===== config.mk =====
export PLATFORM = sky130hd
export DESIGN_NAME = ultrasonic_echo_ranger_display
export DESIGN_NICKNAME = d
export VERILOG_FILES = /design/src/hw/rtl/uerd_pkg.sv /design/src/hw/rtl/uerd_fsm.sv /design/src/hw/rtl/uerd_scale.sv /design/src/hw/rtl/uerd_digits.sv /design/src/hw/rtl/ultrasonic_echo_ranger_display.sv
export SDC_FILE = /design/constraint.sdc
export NUM_CORES = 1
export LEC_CHECK = 0
export ABC_AREA = 1
export BUFFER_PORTS_ARGS = -buffer_cell sky130_fd_sc_hd__buf_4
export CAP_MARGIN = 20
export CORE_MARGIN = 2
export CORE_UTILIZATION = 35
export CTS_CLUSTER_SIZE = 40
export DETAILED_ROUTE_END_ITERATION = 8
export HOLD_SLACK_MARGIN = 0.08
export PLACE_DENSITY = 0.46
export RECOVER_POWER = 100
export SLEW_MARGIN = 10
export SYNTH_ARGS = -nofsm -noshare
export SYNTH_HDL_FRONTEND = slang
export SYNTH_HIERARCHICAL = 1
export SYNTH_SLANG_ARGS = --single-unit

===== constraint.sdc =====
create_clock -name clk -period 17.85 [get_ports clk]
set_input_delay 3.57 -clock clk [delete_from_list [all_inputs] [get_ports clk]]
set_output_delay 3.57 -clock clk [all_outputs]
set_load 0.02 [all_outputs]

===== src/hw/rtl/uerd_pkg.sv =====
// Shared types, constants and the seven-segment decode for the echo ranger.
// No dependencies; used by every uerd_* module and the top level.
`default_nettype none

package uerd_pkg;

  // config register widths and reset values
  localparam int unsigned SCALE_W    = 12;
  localparam int unsigned RANGE_W    = 10;
  localparam int unsigned TRIG_W     = 8;
  localparam int unsigned CFG_DATA_W = 12;
  localparam int unsigned CFG_IDX_W  = 2;

  localparam logic [SCALE_W-1:0] SCALE_RST      = 12'd1098;
  localparam logic [RANGE_W-1:0] RANGE_LOW_RST  = 10'd5;
  localparam logic [RANGE_W-1:0] RANGE_HIGH_RST = 10'd200;
  localparam logic [TRIG_W-1:0]  TRIG_TICKS_RST = 8'd1;

  localparam int unsigned COUNT_BITS_DEF = 8;

  // register indexes
  localparam logic [CFG_IDX_W-1:0] REG_SCALE      = 2'd0;
  localparam logic [CFG_IDX_W-1:0] REG_RANGE_LOW  = 2'd1;
  localparam logic [CFG_IDX_W-1:0] REG_RANGE_HIGH = 2'd2;
  localparam logic [CFG_IDX_W-1:0] REG_TRIG_TICKS = 2'd3;

  // a shown product is below 1023*1000, so 20 bits; shown value below 1023
  localparam int unsigned P_BITS   = 20;
  localparam int unsigned VAL_BITS = 10;
  localparam int unsigned SEG_W    = 8;
  localparam int unsigned POS_W    = 2;
  localparam logic [P_BITS-1:0] MILLI = 20'd1000;

  // floor(p/1000) estimate: (p*1048) >> 20, low by at most one
  localparam int unsigned RECIP_W     = 31;
  localparam logic [RECIP_W-1:0] RECIP_1000 = 31'd1048;
  localparam int unsigned RECIP_SHIFT = 20;

  // x/10 = (x*205) >> 11, exact for x < 1029
  localparam int unsigned DIV10_W     = 18;
  localparam logic [DIV10_W-1:0] DIV10_MUL = 18'd205;
  localparam int unsigned DIV10_SHIFT = 11;

  localparam logic [POS_W-1:0] POS_LAST = 2'd3;

  typedef enum logic [1:0] {
    PH_TRIGGER = 2'd0,
    PH_RISE    = 2'd1,
    PH_FALL    = 2'd2
  } phase_t;

  // control that travels with each tick down the pipe
  typedef struct packed {
    logic trig;
    logic show;
  } item_ctl_t;

  function automatic logic [SEG_W-1:0] seg_of(input logic [3:0] d);
    logic [SEG_W-1:0] s;
    case (d)
      4'd0:    s = 8'h3F;
      4'd1:    s = 8'h06;
      4'd2:    s = 8'h5B;
      4'd3:    s = 8'h4F;
      4'd4:    s = 8'h66;
      4'd5:    s = 8'h6D;
      4'd6:    s = 8'h7D;
      4'd7:    s = 8'h07;
      4'd8:    s = 8'h7F;
      4'd9:    s = 8'h67;
      default: s = 8'h00;
    endcase
    return s;
  endfunction

endpackage

`default_nettype wire


===== src/hw/rtl/uerd_fsm.sv =====
// Tick sequencer: trigger / rise / fall phases, tick counter and echo width.
// Depends on uerd_pkg. Output is a registered pipeline stage.
`default_nettype none

module uerd_fsm #(
  parameter int unsigned COUNT_BITS = uerd_pkg::COUNT_BITS_DEF
) (
  input  wire                              clk,
  input  wire                              rst_n,
  input  wire                              in_valid,
  output logic                             in_ready,
  input  wire                              in_echo,
  input  wire  [uerd_pkg::TRIG_W-1:0]      trigger_ticks,
  output logic                             dn_valid,
  input  wire                              dn_ready,
  output uerd_pkg::item_ctl_t              dn_ctl,
  output logic [COUNT_BITS-1:0]            dn_width
);

  uerd_pkg::phase_t phase_r, phase_nxt;
  logic [COUNT_BITS-1:0]       tick_r, tick_nxt;
  logic [COUNT_BITS-1:0]       rise_r, rise_nxt;
  logic [uerd_pkg::TRIG_W-1:0] tleft_r, tleft_nxt;
  logic [uerd_pkg::TRIG_W-1:0] tload;

  logic                  v_r, v_nxt;
  uerd_pkg::item_ctl_t   ctl_r, ctl_nxt;
  logic [COUNT_BITS-1:0] width_r, width_nxt;

  logic accept;

  assign in_ready = !v_r || dn_ready;
  assign accept   = in_valid && in_ready;

  // next state
  always_comb begin
    phase_nxt = phase_r;
    tick_nxt  = tick_r;
    rise_nxt  = rise_r;
    tleft_nxt = tleft_r;
    tload     = '0;
    if (accept) begin
      tick_nxt = tick_r + COUNT_BITS'(1);
      case (phase_r)
        uerd_pkg::PH_RISE: begin
          if (in_echo) begin
            rise_nxt  = tick_r;
            phase_nxt = uerd_pkg::PH_FALL;
          end
        end
        uerd_pkg::PH_FALL: begin
          if (!in_echo) begin
            phase_nxt = uerd_pkg::PH_TRIGGER;
            tick_nxt  = '0;
            tleft_nxt = '0;
          end
        end
        default: begin
          // trigger phase; unused code behaves the same
          if (tleft_r == '0) begin
            tload = (trigger_ticks == '0) ? uerd_pkg::TRIG_W'(1) : trigger_ticks;
          end else begin
            tload = tleft_r;
          end
          tleft_nxt = tload - uerd_pkg::TRIG_W'(1);
          phase_nxt = (tleft_nxt == '0) ? uerd_pkg::PH_RISE : uerd_pkg::PH_TRIGGER;
        end
      endcase
    end
  end

  // item for the next stage
  always_comb begin
    ctl_nxt   = ctl_r;
    width_nxt = width_r;
    v_nxt     = dn_ready ? 1'b0 : v_r;
    if (accept) begin
      v_nxt        = 1'b1;
      ctl_nxt.trig = 1'b0;
      ctl_nxt.show = 1'b0;
      width_nxt    = tick_r - rise_r;
      case (phase_r)
        uerd_pkg::PH_RISE: ;
        uerd_pkg::PH_FALL: ctl_nxt.show = !in_echo && (tick_r > rise_r);
        default:           ctl_nxt.trig = 1'b1;
      endcase
    end
  end

  always_ff @(posedge clk) begin
    if (!rst_n) begin
      phase_r <= uerd_pkg::PH_TRIGGER;
      tick_r  <= '0;
      rise_r  <= '0;
      tleft_r <= '0;
      v_r     <= 1'b0;
    end else begin
      phase_r <= phase_nxt;
      tick_r  <= tick_nxt;
      rise_r  <= rise_nxt;
      tleft_r <= tleft_nxt;
      v_r     <= v_nxt;
    end
  end

  always_ff @(posedge clk) begin
    ctl_r   <= ctl_nxt;
    width_r <= width_nxt;
  end

  assign dn_valid = v_r;
  assign dn_ctl   = ctl_r;
  assign dn_width = width_r;

endmodule

`default_nettype wire


===== src/hw/rtl/uerd_scale.sv =====
// Two stages: width * scale with range window test, then quotient estimate of /1000.
// Depends on uerd_pkg.
`default_nettype none

module uerd_scale #(
  parameter int unsigned COUNT_BITS = uerd_pkg::COUNT_BITS_DEF
) (
  input  wire                               clk,
  input  wire                               rst_n,
  input  wire                               up_valid,
  output logic                              up_ready,
  input  uerd_pkg::item_ctl_t               up_ctl,
  input  wire  [COUNT_BITS-1:0]             up_width,
  input  wire  [uerd_pkg::SCALE_W-1:0]      scale_milli,
  input  wire  [uerd_pkg::RANGE_W-1:0]      range_low,
  input  wire  [uerd_pkg::RANGE_W-1:0]      range_high,
  output logic                              dn_valid,
  input  wire                               dn_ready,
  output uerd_pkg::item_ctl_t               dn_ctl,
  output logic [uerd_pkg::P_BITS-1:0]       dn_prod,
  output logic [uerd_pkg::VAL_BITS-1:0]     dn_qest
);

  localparam int unsigned PW = COUNT_BITS + uerd_pkg::SCALE_W;

  // stage a: product and window
  logic                          va_r;
  uerd_pkg::item_ctl_t           ctla_r;
  logic [uerd_pkg::P_BITS-1:0]   pa_r;
  logic                          rdy_a;
  logic [PW-1:0]                 prod;
  logic [uerd_pkg::P_BITS-1:0]   lo_k, hi_k;
  logic                          in_win;

  // stage b: quotient estimate
  logic                          vb_r;
  uerd_pkg::item_ctl_t           ctlb_r;
  logic [uerd_pkg::P_BITS-1:0]   pb_r;
  logic [uerd_pkg::VAL_BITS-1:0] qb_r;
  logic                          rdy_b;
  logic [uerd_pkg::RECIP_W-1:0]  qmul;

  assign rdy_b    = !vb_r || dn_ready;
  assign rdy_a    = !va_r || rdy_b;
  assign up_ready = rdy_a;

  assign prod   = PW'(up_width) * PW'(scale_milli);
  assign lo_k   = uerd_pkg::P_BITS'(range_low) * uerd_pkg::MILLI;
  assign hi_k   = uerd_pkg::P_BITS'(range_high) * uerd_pkg::MILLI;
  assign in_win = (prod > PW'(lo_k)) && (prod < PW'(hi_k));

  assign qmul = uerd_pkg::RECIP_W'(pa_r) * uerd_pkg::RECIP_1000;

  always_ff @(posedge clk) begin
    if (!rst_n) begin
      va_r <= 1'b0;
      vb_r <= 1'b0;
    end else begin
      if (rdy_a) va_r <= up_valid;
      if (rdy_b) vb_r <= va_r;
    end
  end

  always_ff @(posedge clk) begin
    if (rdy_a && up_valid) begin
      ctla_r.trig <= up_ctl.trig;
      ctla_r.show <= up_ctl.show && in_win;
      pa_r        <= prod[uerd_pkg::P_BITS-1:0];
    end
    if (rdy_b && va_r) begin
      ctlb_r <= ctla_r;
      pb_r   <= pa_r;
      qb_r   <= qmul[uerd_pkg::RECIP_SHIFT +: uerd_pkg::VAL_BITS];
    end
  end

  assign dn_valid = vb_r;
  assign dn_ctl   = ctlb_r;
  assign dn_prod  = pb_r;
  assign dn_qest  = qb_r;

endmodule

`default_nettype wire


===== src/hw/rtl/uerd_digits.sv =====
// Result register: fixes the /1000 quotient, then sends one digit beat per cycle while
// out_ready is high, units first; a tick with no digits is one beat. Depends on uerd_pkg.
`default_nettype none

module uerd_digits (
  input  wire                              clk,
  input  wire                              rst_n,
  input  wire                              up_valid,
  output logic                             up_ready,
  input  uerd_pkg::item_ctl_t              up_ctl,
  input  wire  [uerd_pkg::P_BITS-1:0]      up_prod,
  input  wire  [uerd_pkg::VAL_BITS-1:0]    up_qest,
  output logic                             out_valid,
  input  wire                              out_ready,
  output logic                             out_trigger,
  output logic                             out_digit_valid,
  output logic [uerd_pkg::POS_W-1:0]       out_digit_position,
  output logic [uerd_pkg::SEG_W-1:0]       out_segments,
  output logic                             out_last
);

  logic                          v_r;
  uerd_pkg::item_ctl_t           ctl_r;
  logic [uerd_pkg::VAL_BITS-1:0] val_r, val_nxt;
  logic [uerd_pkg::POS_W-1:0]    pos_r;

  logic [uerd_pkg::P_BITS-1:0]   rem;
  logic [uerd_pkg::VAL_BITS-1:0] qfix;
  logic [uerd_pkg::DIV10_W-1:0]  dmul;
  logic [uerd_pkg::VAL_BITS-1:0] tenth;
  logic [uerd_pkg::VAL_BITS-1:0] digit_w;
  logic                          last_w, load, step;

  // estimate is low by at most one
  assign rem  = up_prod - uerd_pkg::P_BITS'(up_qest) * uerd_pkg::MILLI;
  assign qfix = (rem >= uerd_pkg::MILLI) ? up_qest + uerd_pkg::VAL_BITS'(1) : up_qest;

  assign dmul    = uerd_pkg::DIV10_W'(val_r) * uerd_pkg::DIV10_MUL;
  assign tenth   = uerd_pkg::VAL_BITS'(dmul[uerd_pkg::DIV10_W-1:uerd_pkg::DIV10_SHIFT]);
  assign digit_w = val_r - ((tenth << 3) + (tenth << 1));

  assign last_w   = !ctl_r.show || (pos_r == uerd_pkg::POS_LAST);
  assign up_ready = !v_r || (out_ready && last_w);
  assign load     = up_valid && up_ready;
  assign step     = v_r && out_ready && !last_w;
  assign val_nxt  = load ? qfix : tenth;

  always_ff @(posedge clk) begin
    if (!rst_n) begin
      v_r <= 1'b0;
    end else if (up_ready) begin
      v_r <= up_valid;
    end
  end

  always_ff @(posedge clk) begin
    if (load) begin
      ctl_r <= up_ctl;
      val_r <= val_nxt;
      pos_r <= '0;
    end else if (step) begin
      val_r <= val_nxt;
      pos_r <= pos_r + uerd_pkg::POS_W'(1);
    end
  end

  assign out_valid          = v_r;
  assign out_trigger        = ctl_r.trig;
  assign out_digit_valid    = ctl_r.show;
  assign out_digit_position = ctl_r.show ? pos_r : '0;
  assign out_segments       = ctl_r.show ? uerd_pkg::seg_of(digit_w[3:0]) : '0;
  assign out_last           = last_w;

endmodule

`default_nettype wire


===== src/hw/rtl/ultrasonic_echo_ranger_display.sv =====
// Top level of the ultrasonic echo ranger with seven-segment digit output.
// Depends on uerd_pkg, uerd_fsm, uerd_scale, uerd_digits.
//
//   channel | direction | handshake             | payload
//   in_     | input     | in_valid / in_ready   | in_echo
//   out_    | output    | out_valid / out_ready | trigger, digit_valid, position, segments, last
//   cfg_    | input     | cfg_wr_en             | cfg_index, cfg_wdata
//
// A tick is taken every cycle while the output keeps up. Four register stages from
// in to out (sequencer, multiply, /1000 estimate, result register). The result
// register sends one beat a cycle while out_ready is high: a plain tick is one beat,
// a digit tick four beats, and it takes the next tick only with the last beat of the
// current one. out_ready low stalls every stage back to in_ready.
// Synchronous reset returns to the trigger phase with zeroed counters and reset config.
`default_nettype none

module ultrasonic_echo_ranger_display #(
  parameter int unsigned COUNT_BITS = uerd_pkg::COUNT_BITS_DEF
) (
  input  wire                                 clk,
  input  wire                                 rst_n,
  input  wire                                 in_valid,
  output logic                                in_ready,
  input  wire                                 in_echo,
  output logic                                out_valid,
  input  wire                                 out_ready,
  output logic                                out_trigger,
  output logic                                out_digit_valid,
  output logic [uerd_pkg::POS_W-1:0]          out_digit_position,
  output logic [uerd_pkg::SEG_W-1:0]          out_segments,
  output logic                                out_last,
  input  wire                                 cfg_wr_en,
  input  wire  [uerd_pkg::CFG_IDX_W-1:0]      cfg_index,
  input  wire  [uerd_pkg::CFG_DATA_W-1:0]     cfg_wdata
);

  logic [uerd_pkg::SCALE_W-1:0] scale_r;
  logic [uerd_pkg::RANGE_W-1:0] rlow_r;
  logic [uerd_pkg::RANGE_W-1:0] rhigh_r;
  logic [uerd_pkg::TRIG_W-1:0]  tticks_r;

  always_ff @(posedge clk) begin
    if (!rst_n) begin
      scale_r  <= uerd_pkg::SCALE_RST;
      rlow_r   <= uerd_pkg::RANGE_LOW_RST;
      rhigh_r  <= uerd_pkg::RANGE_HIGH_RST;
      tticks_r <= uerd_pkg::TRIG_TICKS_RST;
    end else if (cfg_wr_en) begin
      case (cfg_index)
        uerd_pkg::REG_SCALE:      scale_r  <= cfg_wdata[uerd_pkg::SCALE_W-1:0];
        uerd_pkg::REG_RANGE_LOW:  rlow_r   <= cfg_wdata[uerd_pkg::RANGE_W-1:0];
        uerd_pkg::REG_RANGE_HIGH: rhigh_r  <= cfg_wdata[uerd_pkg::RANGE_W-1:0];
        uerd_pkg::REG_TRIG_TICKS: tticks_r <= cfg_wdata[uerd_pkg::TRIG_W-1:0];
        default: ;
      endcase
    end
  end

  logic                          s1_valid, s1_ready;
  uerd_pkg::item_ctl_t           s1_ctl;
  logic [COUNT_BITS-1:0]         s1_width;
  logic                          s3_valid, s3_ready;
  uerd_pkg::item_ctl_t           s3_ctl;
  logic [uerd_pkg::P_BITS-1:0]   s3_prod;
  logic [uerd_pkg::VAL_BITS-1:0] s3_qest;

  uerd_fsm #(
    .COUNT_BITS(COUNT_BITS)
  ) u_fsm (
    .clk          (clk),
    .rst_n        (rst_n),
    .in_valid     (in_valid),
    .in_ready     (in_ready),
    .in_echo      (in_echo),
    .trigger_ticks(tticks_r),
    .dn_valid     (s1_valid),
    .dn_ready     (s1_ready),
    .dn_ctl       (s1_ctl),
    .dn_width     (s1_width)
  );

  uerd_scale #(
    .COUNT_BITS(COUNT_BITS)
  ) u_scale (
    .clk        (clk),
    .rst_n      (rst_n),
    .up_valid   (s1_valid),
    .up_ready   (s1_ready),
    .up_ctl     (s1_ctl),
    .up_width   (s1_width),
    .scale_milli(scale_r),
    .range_low  (rlow_r),
    .range_high (rhigh_r),
    .dn_valid   (s3_valid),
    .dn_ready   (s3_ready),
    .dn_ctl     (s3_ctl),
    .dn_prod    (s3_prod),
    .dn_qest    (s3_qest)
  );

  uerd_digits u_digits (
    .clk               (clk),
    .rst_n             (rst_n),
    .up_valid          (s3_valid),
    .up_ready          (s3_ready),
    .up_ctl            (s3_ctl),
    .up_prod           (s3_prod),
    .up_qest           (s3_qest),
    .out_valid         (out_valid),
    .out_ready         (out_ready),
    .out_trigger       (out_trigger),
    .out_digit_valid   (out_digit_valid),
    .out_digit_position(out_digit_position),
    .out_segments      (out_segments),
    .out_last          (out_last)
  );

endmodule

`default_nettype wire

==> flow_metrics.py, run 1 <==
metrics = {
    "run_status": {
        "status": "complete, but fails checks",
        "violations": "capacitance limit, slew limit",
    },
    "placed_design": {
        "place_ws_ns": 8.923,
        "dp_hpwl_mm": 39.18,
        "portBuffers": 33,
        "gp_congestion": 0.8252,
    },
    "yosys": {
        "syn-cell-area_mm2": 0.01999,
        "synth_area_per_cell_um2": 7.721,
        "synth_nets": 3123,
        "yosysWarnings": 6,
        "syn_inst": 2589,
    },
    "worst_setup_path": {
        "crit_required_ns": 14.28,
        "path_max_fanout": 5,
        "critical_path_arrival_ns": 5.89,
        "cpPeakStageDelay_ns": 0.54,
        "cp-start-kind": "flip-flop",
        "cp-end-kind": "output pin",
        "crit_path_top_delay_cell": "fa_1",
        "path_class": "reg -> out",
        "crit_chain": "ha_1 > inv_1 > fa_1 > fa_1 > inv_1 > fa_1 > ha_1 > nand2_1 > o21ai_0 > a21oi_1 > nor2_1 > nor2_1 > o21ai_0 > xor2_1 > ha_1 > or2_2 > nand2_1 > inv_1 > or2_2 > a21oi_1 > nor2_1 > clkbuf_1",
    },
    "drt": {
        "drc": 0,
        "drt_first_pass_iters": 5,
        "routed_wl_mm": 46.25,
        "wl_per_cell_um": 13.71,
        "num_vias": 15290,
        "via_per_inst": 4.532,
        "drt_iter0_drc": 617,
        "ant_nets": 0,
    },
    "timing": {
        "finalSetupTns_ns": 0,
        "max_clock_freq_mhz": 105.7,
        "setup_viol": 0,
        "worst_slew_pin_slew_ns": 2.512,
        "final.setup_skew_ns": 0.01371,
        "slew_headroom_pct": -67.47,
        "hold_violations": 0,
        "maxSlewViolCount": 100,
        "final.min_clock_period_ns": 9.458,
        "setup_ws_ns": 8.392,
        "timing.final.crit_share_pct": 52.98,
        "rsz0062_at_grt": "false",
    },
    "die": {
        "die_area_mm2": 0.05904,
        "core_area_mm2": 0.05639,
        "rows": 87,
        "io_pins": 35,
        "die_h_um": 243.0,
        "start_util_pct": 35.45,
        "dieWidth_um": 243.0,
    },
    "finish": {
        "fill_cells": 6105,
        "multi_input_area_mm2": 0.01361,
        "drive_above_1_share_pct": 3.591,
        "syn_to_final_growth_pct": 7.141,
        "seqCellArea_mm2": 0.003633,
        "antenna_cells": 0,
        "fin_nets": 3139,
    },
    "clock_tree": {
        "clock_latency_ns": 0.48,
        "cts_hold_buffers": 0,
        "cts.clk_slew.worst_paths_ns": 0.06,
        "cts_setup_buffers": 0,
        "h-tree-depth": 4,
        "clock-sinks": 145,
        "cts_root_buf": "clkbuf_16",
        "clk_path_buf_depth": 2,
        "numCtsBuffers": 17,
        "post_cts_resized": 0,
        "cts_tree": "yes",
    },
    "global_route": {
        "grt_max_degree": 52,
        "grt.total_usage_pct": 16.40,
        "first_global_vias": 15770,
        "gr-total-overflow": 0,
        "grt_antenna_before_repair": 1,
        "grt_pass1_wl_mm": 78.01,
    },
    "flow_run": {
        "drv_cap": 3,
    },
    "hold_path": {
        "hold_path_class": "reg -> reg",
    },
}
-- path summary, 6_finish.rpt --
kind	from	endpoint	slack, ns	cells past startpoint
hold reg to reg	u_scale/ctla_r[1]$_DFFE_PP_	u_scale/dn_ctl[1]$_DFFE_PP_	0.42	0
setup reg to reg	u_scale/dn_qest[5]$_DFFE_PP_	u_digits/val_r[1]$_DFFE_PP_	10.83	36
hold / removal	u_scale/ctla_r[1]$_DFFE_PP_	u_scale/dn_ctl[1]$_DFFE_PP_	0.42	0
setup / recovery	u_digits/val_r[2]$_DFFE_PP_	out_segments[5]	8.39	22
-- metrics by stage --
stage                     area [um^2]  util (%)  hold WS [ns]  instances
after floorplan                 19990         -        0.4003       2589
after global placement          21020     37.28        0.4026       3342
after detailed placement        21020     37.28        0.4045       3342
after CTS                       21580     38.27        0.4205       3374
after global routing            21420     37.98        0.4284       3374
final                           21420     37.98        0.4178       3374
-- per-layer routing --
layer  up-vias  part of all wire (%)  track usage, %
met4         0                   2.1           4.637
met5         -                     0               0
met3        49                   2.2           2.444
li1       8011                     -               -
met1      7096                    47           20.40
met2       136                    49           29.34
-- critical path, delay by kind of cell, from the launching register on --
kind / cells / cell delay [ns]
flip-flops: 1 / 0.47
adder cells (fa/ha/maj): 6 / 2.47
XOR/XNOR: 1 / 0.25
AND/OR/NAND/NOR: 7 / 1.02
buffers and inverters: 4 / 0.40
AO/OA/AOI/OAI: 4 / 0.80
-- cell type report --
class                   count  share of cell area [%]
clock inverters            11                  0.3505
flip-flops and latches    145                   16.96
well taps                 756                   4.416
inverters                 657                   11.52
repair buffers             35                  0.9288
clock buffers              21                   2.261
multi-input cells        1749                   63.56
-- flip-flops by register name (all words and copies together), names as in the netlist, 8 cells and up --
| signal | flops |
|---|---|
| rhigh_r | 10 |
| rlow_r | 10 |
| scale_r | 12 |
| tticks_r | 8 |
| u_digits/val_r | 10 |
| u_fsm/dn_width | 8 |
| u_fsm/rise_r | 8 |
| u_fsm/tick_r | 8 |
| u_fsm/tleft_r | 8 |
| u_scale/dn_prod | 17 |
| u_scale/dn_qest | 10 |
| u_scale/pa_r | 20 |
-- cells in the final DEF (no fill, tap or decap), drive strengths merged, types with 6 or more instances in the layout --
| cell type | n |
|---|---|
| xnor2 | 26 |
| clkinv | 6 |
| nor2 | 166 |
| clkbuf | 39 |
| inv | 661 |
| edfxtp | 73 |
| nand2 | 585 |
| o21ai | 53 |
| a21oi | 148 |
| nand3b | 10 |
| buf | 17 |
| nand4 | 30 |
| dfxtp | 72 |
| xor2 | 47 |
| nand3 | 115 |
| nor3 | 9 |
| a31oi | 10 |
| fa | 182 |
| ha | 332 |
Power of run 1 is not shown: default switching activity piles up to over one toggle a cycle in this logic, so the estimate is an artifact.
==> run 2: changes to the inputs <==
PLACE_DENSITY = 0.48   (was 0.46)
clock period = 8.7 ns   (was 17.85 ns; I/O delays follow)
==> run 2 against run 1 <==
Against the previous run:
- the run still ends with capacitance limit, slew limit left
- cell area hardly changed
- worst setup slack worse by 7.3 ns
- sequential share of layout area hardly changed
- routed wire length is 1.2% lower
- non-clock buffer count stayed put
- global-route usage is 0.32 points lower
- count of clock-buffer cells in the layout is 2 lower
- register-to-register slack worse by 8.9 ns
- sequential cell count stayed put
==> flow_metrics.py, run 2 (synthesized netlist as in run 1, its figures left out) <==
metrics = {
    "die": {
        "rows": 87,
        "start_util_pct": 35.45,
        "die_area_mm2": 0.05904,
        "core_area_mm2": 0.05639,
        "dieWidth_um": 243.0,
        "die_h_um": 243.0,
        "io_pins": 35,
    },
    "placed_design": {
        "portBuffers": 33,
        "place_area_mm2": 0.02102,
        "gp_congestion": 0.8369,
        "dp_hpwl_mm": 38.91,
    },
    "finish": {
        "final_cell_mix": "inv_1 (650), nand2_1 (574), ha_1 (332), fa_1 (182), nor2_1 (157)",
        "final_area_mm2": 0.02143,
        "fin_util_pct": 38.01,
        "antenna_cells": 0,
        "drive_above_1_share_pct": 3.591,
        "regMostFlops": "u_scale/pa_r",
        "syn_to_final_growth_pct": 7.223,
        "largest_reg_flops": 20,
        "fill_cells": 5994,
        "fin_nets": 3139,
        "final_common_cell": "inv_1",
    },
    "worst_setup_path": {
        "path_class": "reg -> out",
        "rr_startpoint": "u_scale/dn_qest[5]$_DFFE_PP_",
        "crit_required_ns": 6.96,
        "reg2reg_depth": 35,
        "r2r_setup_slack_ns": 1.90,
        "critical_path_arrival_ns": 5.84,
        "cp-end-kind": "output pin",
        "r2r_end": "u_digits/val_r[2]$_DFFE_PP_",
        "path_max_fanout": 5,
        "cp-start-kind": "flip-flop",
    },
    "timing": {
        "maxSlewViolCount": 52,
        "worst_slew_pin_slew_ns": 2.462,
        "final.min_clock_period_ns": 7.578,
        "hold_violations": 0,
        "final.setup_skew_ns": 0.01568,
        "slew_headroom_pct": -64.14,
        "max_clock_freq_mhz": 132.0,
        "rsz0062_at_grt": "false",
        "setup_viol": 0,
        "timing.final.crit_share_pct": 87.11,
        "finalSetupTns_ns": 0,
    },
    "clock_tree": {
        "post_cts_resized": 0,
        "h-tree-depth": 4,
        "cts_hold_buffers": 0,
        "cts_tree": "yes",
        "clock_latency_ns": 0.48,
        "numCtsBuffers": 17,
        "clock-sinks": 145,
        "cts.clk_slew.worst_paths_ns": 0.06,
        "cts_setup_buffers": 0,
        "cts_root_buf": "clkbuf_16",
        "clk_path_buf_depth": 2,
    },
    "drt": {
        "ant_nets": 0,
        "drc": 0,
        "num_vias": 15370,
        "drt_iter0_drc": 673,
        "via_per_inst": 4.555,
        "drt_first_pass_iters": 5,
        "wl_per_cell_um": 13.55,
        "routed_wl_mm": 45.70,
    },
    "flow_run": {
        "drv_cap": 1,
    },
    "hold_path": {
        "min_to": "u_scale/dn_ctl[1]$_DFFE_PP_",
        "min_from": "u_scale/ctla_r[1]$_DFFE_PP_",
        "hold_path_class": "reg -> reg",
        "holdPathStages": 0,
    },
    "global_route": {
        "first_global_vias": 15600,
        "grt_max_degree": 52,
        "grt.total_usage_pct": 16.08,
        "gr-total-overflow": 0,
        "grt_pass1_wl_mm": 76.81,
        "grt_antenna_before_repair": 0,
    },
    "run_status": {
        "status": "complete, but fails checks",
        "violations": "capacitance limit, slew limit",
    },
}
[run 2: cell count changes in the layout (fill, tap and decap cells not counted), sizes merged]
| cell | change |
|---|---|
| clkbuf | -3 |
| bufinv | +1 |
| inv | -1 |
| buf | +1 |
| clkinvlp | +3 |
| clkinv | -1 |
[run 2: how the worst max path moves through the flow]
stage / start / to
global placement: u_digits/val_r[1]$_DFFE_PP_ / out_segments[5]
detailed placement: u_digits/val_r[1]$_DFFE_PP_ / out_segments[5]
global route: u_digits/val_r[1]$_DFFE_PP_ / out_segments[5]
floorplan: u_digits/val_r[1]$_DFFE_PP_ / out_segments[5]
CTS: u_digits/val_r[1]$_DFFE_PP_ / out_segments[5]
finish: u_digits/val_r[1]$_DFFE_PP_ / out_segments[5]
[run 2: final cells by class]
cell class | count | area [um^2] | area share, %
well taps | 756 | 945.9 | 4.413
flip-flops and latches | 145 | 3633 | 16.95
inverters | 657 | 2467 | 11.51
multi-input cells | 1749 | 13610 | 63.50
clock inverters | 13 | 123.9 | 0.5779
clock buffers | 19 | 454.2 | 2.119
repair buffers | 35 | 198.9 | 0.9281
[run 2: worst max-delay path: stages, from the launching register on]
cell and delay (ns):
edfxtp_1 0.46, ha_1 0.34, inv_1 0.06, fa_1 0.50, fa_1 0.54, inv_1 0.06
fa_1 0.47, ha_1 0.30, nand2_1 0.08, nor3_1 0.21, a21oi_1 0.10, nor2_1 0.10
nor2_1 0.05, o21ai_0 0.37, xor2_1 0.24, ha_1 0.29, or2_2 0.30, nand2_1 0.14
inv_1 0.11, or2_2 0.28, a21oi_1 0.15, nor2_1 0.06, clkbuf_1 0.17
[run 2: metrics by stage]
step | hold WS (ns) | worst slack (ns) | instances
CTS | 0.4201 | 1.069 | 3374
finish | 0.4190 | 1.122 | 3374
global route | 0.4288 | 0.6160 | 3374
global placement | 0.4054 | 1.734 | 3342
floorplan | 0.4003 | 2.138 | 2589
detailed placement | 0.4054 | 1.623 | 3342
[run 2: layer usage]
metal  global-route usage (%)  share of wire (%)  vias to the layer above
li1                         -                  -                     8003
met5                        0                  0                        -
met4                    4.746                2.2                        0
met1                    20.29                 47                     7180
met3                    2.178                1.9                       48
met2                    28.48                 49                      138
Power of run 2 is left out for the same reason.
==> run 3: changes to the inputs <==
CORE_MARGIN = default   (was 2)
==> run 3 against run 2 <==
Against the previous run:
- the run still ends with capacitance limit, slew limit left
- worst setup slack improved by 0.045 ns
- via count increased by 0.51%
- critical path depth unchanged
- cell area about the same
- clock skew decreased by 0.0050 ns
- worst hold slack about the same
- largest cell class unchanged
==> flow_metrics.py, run 3 (synthesized netlist as in run 1, its figures left out) <==
metrics = {
    "run_status": {
        "status": "complete, but fails checks",
        "violations": "capacitance limit, slew limit",
    },
    "global_route": {
        "gr-usage-met3_pct": 1.990,
        "grt_busiest_layer": "met2",
        "first_global_vias": 15460,
        "gr-total-overflow": 0,
        "grt_pass1_wl_mm": 75.98,
        "use_met2_pct": 29.32,
        "grt_antenna_before_repair": 0,
        "grt_max_degree": 52,
        "met1_usage_pct": 20.67,
        "grt.total_usage_pct": 16.40,
    },
    "timing": {
        "slew_headroom_pct": -66.12,
        "final.min_clock_period_ns": 7.533,
        "max_clock_freq_mhz": 132.8,
        "finalSetupTns_ns": 0,
        "rsz0062_at_grt": "false",
        "setup_viol": 0,
        "maxSlewViolCount": 70,
        "worst_slew_pin_slew_ns": 2.492,
        "final.setup_skew_ns": 0.01065,
        "timing.final.crit_share_pct": 86.59,
        "hold_violations": 0,
    },
    "placed_design": {
        "gp_congestion": 0.8461,
        "portBuffers": 33,
        "dp_hpwl_mm": 38.88,
    },
    "die": {
        "start_util_pct": 35.45,
        "die_area_mm2": 0.05808,
        "die_h_um": 241.0,
        "dieWidth_um": 241.0,
        "io_pins": 35,
        "core_area_mm2": 0.05639,
        "rows": 87,
    },
    "clock_tree": {
        "numCtsBuffers": 17,
        "cts_setup_buffers": 0,
        "clock-sinks": 145,
        "cts_hold_buffers": 0,
        "cts.clk_slew.worst_paths_ns": 0.06,
        "clock_latency_ns": 0.45,
        "cts_root_buf": "clkbuf_16",
        "post_cts_resized": 0,
        "cts_tree": "yes",
        "h-tree-depth": 4,
        "clk_path_buf_depth": 2,
    },
    "drt": {
        "via_per_inst": 4.578,
        "drt_first_pass_iters": 5,
        "routed_wl_mm": 45.43,
        "drc": 0,
        "num_vias": 15450,
        "ant_nets": 0,
        "drt_iter0_drc": 586,
        "wl_per_cell_um": 13.46,
    },
    "worst_setup_path": {
        "path_max_fanout": 5,
        "r2r_setup_slack_ns": 1.85,
        "critical_path_arrival_ns": 5.79,
        "cp-end-kind": "output pin",
        "cp-start-kind": "flip-flop",
        "path_class": "reg -> out",
        "crit_required_ns": 6.96,
    },
    "finish": {
        "fin_nets": 3139,
        "antenna_cells": 0,
        "largest_reg_flops": 20,
        "final_common_cell": "inv_1",
        "drive_above_1_share_pct": 3.782,
        "regMostFlops": "u_scale/pa_r",
        "final_cell_mix": "inv_1 (650), nand2_1 (574), ha_1 (332), fa_1 (182), nor2_1 (156)",
        "syn_to_final_growth_pct": 7.279,
    },
    "flow_run": {
        "drv_cap": 2,
    },
    "hold_path": {
        "hold_path_class": "reg -> reg",
    },
}
-- run 3: worst max-delay path: stages (launching register included) --
cell	delay, ns
edfxtp_1	0.46
ha_1	0.34
inv_1	0.06
fa_1	0.50
fa_1	0.55
inv_1	0.05
fa_1	0.47
ha_1	0.30
nand2_1	0.08
nor3_1	0.21
a21oi_1	0.10
nor2_1	0.10
nor2_1	0.04
o21ai_0	0.33
xor2_1	0.24
ha_1	0.28
or2_2	0.30
nand2_1	0.15
inv_1	0.11
or2_2	0.29
a21oi_1	0.15
nor2_1	0.05
clkbuf_1	0.17
-- run 3: cell type report --
type,count,area [um^2]
Fill cell,6038,34940
Multi-Input combinational cell,1749,13640
Sequential cell,145,3633
Inverter,657,2469
Tap cell,756,945.9
Clock buffer,19,454.2
Timing Repair Buffer,35,202.7
Clock inverter,13,101.3
-- run 3: routing by layer --
layer  part of all wire (%)  wire, um
met3                    1.8       819
met2                     49     22380
met4                    1.9       854
met1                     47     21370
met5                      0         0
-- run 3: metrics by stage --
stage | utilization [%] | instances | cell area [um^2] | setup slack (ns) | hold slack, ns
2_1_floorplan | - | 2589 | 19990 | 2.138 | 0.4003
3_3_place_gp | 37.28 | 3342 | 21020 | 1.728 | 0.4034
3_5_place_dp | 37.28 | 3342 | 21020 | 1.661 | 0.4054
4_1_cts | 38.26 | 3374 | 21580 | 1.153 | 0.4201
5_1_grt | 38.03 | 3374 | 21450 | 0.7534 | 0.4221
6_report | 38.03 | 3374 | 21450 | 1.167 | 0.4195
-- run 3: path summary, 6_finish.rpt --
path,start,end,depth (start not counted)
worst max-delay path,u_digits/val_r[2]$_DFFE_PP_,out_segments[5],22
worst min-delay path,u_scale/ctla_r[1]$_DFFE_PP_,u_scale/dn_ctl[1]$_DFFE_PP_,0
worst max register to register,u_scale/dn_qest[5]$_DFFE_PP_,u_digits/val_r[1]$_DFFE_PP_,35
worst min register to register,u_scale/ctla_r[1]$_DFFE_PP_,u_scale/dn_ctl[1]$_DFFE_PP_,0
Power of run 3 is left out for the same reason.
